[config.mk]
export PLATFORM = sky130hd
export DESIGN_NAME = clock_second_chance_replacement_unit
export DESIGN_NICKNAME = d
export VERILOG_FILES = /design/src/csc_pkg.sv /design/src/clock_second_chance_replacement_unit.sv /design/src/csc_frame_table.sv
export SDC_FILE = /design/constraint.sdc
export NUM_CORES = 1
export LEC_CHECK = 0
export BUFFER_PORTS_ARGS = -buffer_cell sky130_fd_sc_hd__buf_2
export CAP_MARGIN = 40
export CORE_UTILIZATION = 57
export CTS_BUF_LIST = sky130_fd_sc_hd__clkbuf_4 sky130_fd_sc_hd__clkbuf_8
export DETAILED_ROUTE_END_ITERATION = 12
export PLACE_DENSITY = 0.78
export SYNTH_ARGS = -nofsm -noshare
export SYNTH_HDL_FRONTEND = slang
export SYNTH_HIERARCHICAL = 1
export SYNTH_SLANG_ARGS = --single-unit
[constraint.sdc]
create_clock -name clk -period 4.51 [get_ports clk]
set_input_delay 0.2255 -clock clk [delete_from_list [all_inputs] [get_ports clk]]
set_output_delay 0.2255 -clock clk [all_outputs]
set_load 0.005 [all_outputs]
[src/csc_pkg.sv]
package csc_pkg;

  localparam int MAX_FRAMES = 16;
  localparam int PAGE_W     = 16;
  localparam int FRAME_W    = (MAX_FRAMES > 1) ? $clog2(MAX_FRAMES) : 1;
  localparam int CNT_W      = $clog2(MAX_FRAMES + 1);
  localparam int CFG_W      = 5;
  localparam int CFG_RESET  = 16;
  localparam int INDEX_W    = 4;
  localparam int COUNT_W    = 16;

  typedef logic [FRAME_W-1:0] frame_idx_t;
  typedef logic [PAGE_W-1:0]  page_t;
  typedef logic [CNT_W-1:0]   frame_cnt_t;

  // request from the sequencer to the frame table
  typedef struct packed {
    frame_idx_t idx;
    page_t      wdata;
    logic       set_ref;
    logic       clr_ref;
    logic       fill;
  } tbl_cmd_t;

  // contents of the addressed frame
  typedef struct packed {
    page_t page;
    logic  valid;
    logic  referenced;
  } tbl_stat_t;

  // zero acts as one frame, anything above the table size as the full table
  function automatic frame_cnt_t active_frames(input logic [CFG_W-1:0] cfg);
    frame_cnt_t n;
    if (cfg == '0) begin
      n = CNT_W'(1);
    end else if (int'(cfg) > MAX_FRAMES) begin
      n = CNT_W'(MAX_FRAMES);
    end else begin
      n = CNT_W'(cfg);
    end
    return n;
  endfunction

endpackage

[src/clock_second_chance_replacement_unit.sv]
// one item at a time: a hit on frame i loads the result once the search reaches frame i,
// a fault compares all n frames, then the hand visits at most n+1 frames (n = frames in use)
// the single page comparator and index stepper walk one frame per cycle, holding at
// the chosen frame while the result register is busy; in_ready returns on result load
// synchronous reset empties all frames, clears the hand and fault total, frames in use = 16
module clock_second_chance_replacement_unit (
  input  logic                            clk,
  input  logic                            rst,
  input  logic                            cfg_valid,
  output logic                            cfg_ready,
  input  logic [csc_pkg::CFG_W-1:0]       frames_in_use,
  input  logic                            in_valid,
  output logic                            in_ready,
  input  logic [csc_pkg::PAGE_W-1:0]      page,
  output logic                            out_valid,
  input  logic                            out_ready,
  output logic                            hit,
  output logic [csc_pkg::INDEX_W-1:0]     frame_index,
  output logic                            evicted_valid,
  output logic [csc_pkg::PAGE_W-1:0]      evicted_page,
  output logic [csc_pkg::COUNT_W-1:0]     fault_count
);

  typedef enum logic [1:0] {
    ST_IDLE,
    ST_SEARCH,
    ST_SWEEP
  } state_t;

  state_t                       state;
  logic [csc_pkg::CFG_W-1:0]    frame_limit;
  csc_pkg::page_t               key;
  csc_pkg::frame_idx_t          idx;
  csc_pkg::frame_idx_t          hand;
  logic [csc_pkg::COUNT_W-1:0]  fault_total;

  csc_pkg::tbl_cmd_t            cmd;
  csc_pkg::tbl_stat_t           stat;
  csc_pkg::frame_cnt_t          n_act;
  csc_pkg::frame_cnt_t          idx_inc;
  csc_pkg::frame_idx_t          idx_wrap;
  csc_pkg::frame_idx_t          sweep_start;
  logic                         match;
  logic                         idx_last;
  logic                         out_free;
  logic                         skip;
  logic                         res_load;

  csc_frame_table u_table (
    .clk  (clk),
    .rst  (rst),
    .cmd  (cmd),
    .stat (stat)
  );

  assign cfg_ready = 1'b1;
  assign in_ready  = (state == ST_IDLE);

  assign n_act       = csc_pkg::active_frames(frame_limit);
  assign idx_inc     = csc_pkg::CNT_W'(idx) + csc_pkg::CNT_W'(1);
  assign idx_last    = (idx_inc == n_act);
  assign idx_wrap    = (idx_inc < n_act) ? csc_pkg::FRAME_W'(idx_inc) : '0;
  // hand left beyond a shrunk frame count restarts at frame 0
  assign sweep_start = (csc_pkg::CNT_W'(hand) < n_act) ? hand : '0;
  assign match       = stat.valid && (stat.page == key);
  assign skip        = stat.valid && stat.referenced;
  assign out_free    = !out_valid || out_ready;
  assign res_load    = out_free && (((state == ST_SEARCH) && match) ||
                                    ((state == ST_SWEEP) && !skip));

  always_comb begin
    cmd         = '0;
    cmd.idx     = idx;
    cmd.wdata   = key;
    unique case (state)
      ST_SEARCH: begin
        cmd.set_ref = match && out_free;
      end
      ST_SWEEP: begin
        cmd.clr_ref = skip;
        cmd.fill    = !skip && out_free;
      end
      default: begin
      end
    endcase
  end

  always_ff @(posedge clk) begin
    if (rst) begin
      state       <= ST_IDLE;
      frame_limit <= csc_pkg::CFG_W'(csc_pkg::CFG_RESET);
      hand        <= '0;
      fault_total <= '0;
      out_valid   <= 1'b0;
    end else begin
      if (cfg_valid && cfg_ready) begin
        frame_limit <= frames_in_use;
      end
      if (res_load) begin
        out_valid <= 1'b1;
      end else if (out_valid && out_ready) begin
        out_valid <= 1'b0;
      end
      unique case (state)
        ST_IDLE: begin
          if (in_valid) begin
            key   <= page;
            idx   <= '0;
            state <= ST_SEARCH;
          end
        end
        ST_SEARCH: begin
          if (match) begin
            // result register busy: hold here, the compare repeats harmlessly
            if (out_free) begin
              hit           <= 1'b1;
              frame_index   <= csc_pkg::INDEX_W'(idx);
              evicted_valid <= 1'b0;
              evicted_page  <= '0;
              fault_count   <= fault_total;
              state         <= ST_IDLE;
            end
          end else if (idx_last) begin
            if (fault_total != '1) begin
              fault_total <= fault_total + 1'b1;
            end
            idx   <= sweep_start;
            state <= ST_SWEEP;
          end else begin
            idx <= csc_pkg::FRAME_W'(idx_inc);
          end
        end
        ST_SWEEP: begin
          if (skip) begin
            idx <= idx_wrap;
          end else if (out_free) begin
            hit           <= 1'b0;
            frame_index   <= csc_pkg::INDEX_W'(idx);
            evicted_valid <= stat.valid;
            evicted_page  <= stat.valid ? stat.page : '0;
            fault_count   <= fault_total;
            hand          <= idx_wrap;
            state         <= ST_IDLE;
          end
        end
        default: begin
          state <= ST_IDLE;
        end
      endcase
    end
  end

endmodule

[src/csc_frame_table.sv]
module csc_frame_table (
  input  logic                clk,
  input  logic                rst,
  input  csc_pkg::tbl_cmd_t   cmd,
  output csc_pkg::tbl_stat_t  stat
);

  csc_pkg::page_t                page_mem [csc_pkg::MAX_FRAMES];
  logic [csc_pkg::MAX_FRAMES-1:0] valid_bits;
  logic [csc_pkg::MAX_FRAMES-1:0] ref_bits;

  // page entries are only read behind their valid bit, so no reset
  always_ff @(posedge clk) begin
    if (cmd.fill) begin
      page_mem[cmd.idx] <= cmd.wdata;
    end
  end

  always_ff @(posedge clk) begin
    if (rst) begin
      valid_bits <= '0;
      ref_bits   <= '0;
    end else begin
      if (cmd.fill) begin
        valid_bits[cmd.idx] <= 1'b1;
        ref_bits[cmd.idx]   <= 1'b1;
      end else if (cmd.set_ref) begin
        ref_bits[cmd.idx] <= 1'b1;
      end else if (cmd.clr_ref) begin
        ref_bits[cmd.idx] <= 1'b0;
      end
    end
  end

  assign stat.page       = page_mem[cmd.idx];
  assign stat.valid      = valid_bits[cmd.idx];
  assign stat.referenced = ref_bits[cmd.idx];

endmodule

==> impl_results.md <==
* CTS Buf Count at 56
* Post-detailed-route DRC marker count at 0
* Required time worst endpoint at between 5000 and 6000 ps
* CTS Buffer Depth at 3
* Pin count of the biggest net entering global routing at 57
* Max Fanout on Critical Path at 46
* Syn Inst Count at approximately 880
* Detailed-routing iteration count for the pre-antenna-repair pass at 6
* Number of instances on the worst hold path at 2
* Flop2flop setup slack at between 400 and 500 ps
* Commonest cells after routing, fill and taps aside: edfxtp_1 (314), mux4_2 (67), buf_2 (65), dfxtp_1 (60), clkbuf_8 (58)
* Wire length per cell after detailed routing at around 24 um
* Power density of the placed cells at ~430 mW/mm^2
* Count of endpoints failing setup in the final report at 0
* Length in cells of the worst reg-to-reg path at 12
* Vias in the first global route at between 8000 and 9000
* Dominant synthesized flop cell: edfxtp_1
* Hold/Removal Path Class: in2reg
* Die outline width at ~160 um
* Clock transition at the registers of the reported paths at around 60 ps
* Flop and latch count out of synthesis at 374
* Worst Hold Path EP: fault_total[10]
* Transition time of the tightest slew-check pin at approximately 750 ps
* Die Outline Area at ~0.027 mm^2
* Violation count after the first detailed-route iteration at 1015
* Core outline area at 0.0261 mm^2
* FP Rows at 59
* Utilization after layout at about 67%
* CTS H-tree lvls at 2
* Reported max-cap violation count at 0
* Most frequent standard cell in the layout excluding fill and tap cells: edfxtp_1
* Total track usage at 25.6%
* PortBufs at between 60 and 70
* Vias at between 8000 and 9000
* Run status: complete, no violations
* Share of cells above drive strength 1 at around 29%
* Max-slew headroom at roughly 50%
* Count of endpoints failing hold in the final timing report at 0
* Vias per inst at between 6 and 7
* Max-slew violation count at 0
* WS Path Type: reg2reg
* Ports at between 60 and 70
* Worst Setup End Kind: flop
* Post-Synthesis Mean Instance Area at between 15 and 20 um^2
* Detail Route Antenna Nets at 0
* Wire length of the first global-routing pass at slightly above 50 mm
* Cell at the root of the clock tree: clkbuf_8
* Worst supply voltage drop on vdd at 0.271 mV
* Standard cell area after detailed placement at between 0.015 and 0.02 mm^2
* Setup TNS at 0 ps
* Setup skew after layout at ~18 ps
* Die span in y at 165 um
* Cell variety after synth at a little over 70
* R2R Path Start: idx[0]
* Synth-to-layout area growth at 15.3%
* Share of flip-flops with an asynchronous set or reset after synthesis at 0%
* Number of enable-type register cells in the synthesized netlist at roughly 310
* Timing-limited maximum frequency at roughly 250 MHz
* CTS Sinks at between 300 and 400
* Part of the Yosys area used for sequential elements at a little over two thirds
* Sum of net half-perimeters after detailed placement at slightly above 20 mm
* Crit path DAT at roughly 4600 ps
* Initial core utilization at 58.0%
* Setup repair after global routing missed its margin: false
* Final instance count without filler cells at 1399
* Shortest period the worst path allows at around 4000 ps
* Launch point of the worst hold path: rst
* Post-Route Hold Slack at between 60 and 70 ps
* Antenna violations before repair at 0
* Cell Area, Synth at between 0.015 and 0.02 mm^2
* Post-detailed-routing wire length at approximately 34 mm
* Inserted Diodes at 0
* Synth Warn # at 6
* Clock Latency Late Sink at between 500 and 600 ps
* Net count after synthesis at 921
* Share of the clock period used by the worst path after layout at between 90 and 100%
* CTS tree: done
* Global-route congestion overflow total at 0
* Post-route cell area at around 0.017 mm^2
* Cell count after placement at about 1300
* Final weighted congestion of routability-driven global placement at 0.826
* Critical Path Start Type: flop
* Total Nets Final at about 1100
* Leakage power total at between 5 and 6 nW
-- worst max-delay path, stage by stage (launching register included) --
cell      delay [ps]
edfxtp_1         440
buf_12           330
mux4_1           670
a22oi_1          200
nand2_1          130
xor2_1           200
nor4_2           560
nand2_1          130
nor4b_1          290
and3_1           230
or3_1            370
a31oi_1          140
a211oi_1         240
-- logic make-up after synthesis --
| logic type | Yosys count | share of synthesized area [%] |
|---|---|---|
| AND/OR/NAND/NOR | 196 | 7.28 |
| XOR/XNOR | 30 | 1.74 |
| adder cells (fa/ha/maj) | 14 | 1.16 |
| flip-flops | 374 | 70.4 |
| other | 1 | 0.0248 |
| buffers and inverters | 60 | 2.24 |
| AO/OA/AOI/OAI | 129 | 6.00 |
| multiplexers | 77 | 11.2 |
-- cells in the mapped netlist, types with 4 or more instances --
master    count  area, um^2
inv_1         8        30.0
buf_2        15        75.1
buf_1         5        18.8
ha_1         14         175
buf_6         5        56.3
mux4_1        5         131
mux4_2       67        1510
nor3_1       10        50.1
mux2i_1       5        50.1
o21ai_0       4        20.0
nor2_1       52         195
xor2_1       23         201
nand4_1       7        43.8
nand2_1      41         154
xnor2_1       7        61.3
or4_1         4        30.0
o21ai_1       6        30.0
and2_1        4        25.0
and3_1       24         150
a32o_1        5        50.1
a22oi_1      37         278
nand3_1       9        45.0
a211oi_1     16         120
a21oi_1      27         135
edfxtp_1    314        9430
nor4_1        4        25.0
dfxtp_1      60        1200
nand2b_1      4        25.0
a31oi_1      14        87.6
o211ai_1      5        37.5
nor2b_1       7        43.8
clkbuf_1     22        82.6
-- cell type report --
class / count / area (um^2)
multi-input cells: 447 / 4200
fillers: 1722 / 8640
clock buffers: 74 / 918
well taps: 335 / 419
repair buffers: 138 / 1040
clock inverters: 23 / 186
flip-flops and latches: 374 / 10600
inverters: 8 / 30.0
-- worst max-delay path by stage --
stage,to,startpoint,slack [ps],depth (start not counted)
floorplan,fault_count[0],idx[0],160,10
global placement,flop,idx[0],660,12
detailed placement,flop,idx[0],560,12
CTS,flop,idx[0],530,12
global route,flop,idx[0],220,12
finish,flop,idx[0],450,12
-- report_power, final --
part	switching (mW)	internal (mW)
Combinational	0.493	0.368
Sequential	0.104	3.87
Clock	1.24	1.49
-- stage by stage --
step / setup slack, ps / total power, mW
floorplan: 158 / 4.59
global placement: 664 / 4.85
detailed placement: 558 / 4.88
CTS: 525 / 7.59
global route: 224 / 7.83
finish: 447 / 7.57
-- sequential cells by signal (all words and copies together), names as in the netlist, named ones only --
signal and flops:
u_table/valid_bits 16, evicted_page 16, fault_total 16, fault_count 16
hit 1, hand 4, key 16, state 2
u_table/page_mem 256, evicted_valid 1, frame_index 4, idx 4
out_valid 1, frame_limit 5
-- layer usage --
metal / global-route usage, % / up-vias / wire length [um] / part of all wire [%]
met5: 0 / - / 0 / 0
met4: 9.17 / 0 / 923 / 2.7
met3: 4.82 / 79 / 2900 / 8.6
met2: 40.4 / 473 / 16100 / 48
met1: 35.9 / 4439 / 13600 / 41
li1: - / 3825 / - / -
-- what timing repair did --
item,CTS,global route
setup buffers,0,0
gates resized for setup,0,0
endpoints found under the hold margin,21,0
hold buffers,27,0
Power figures use the tool's default switching activity.
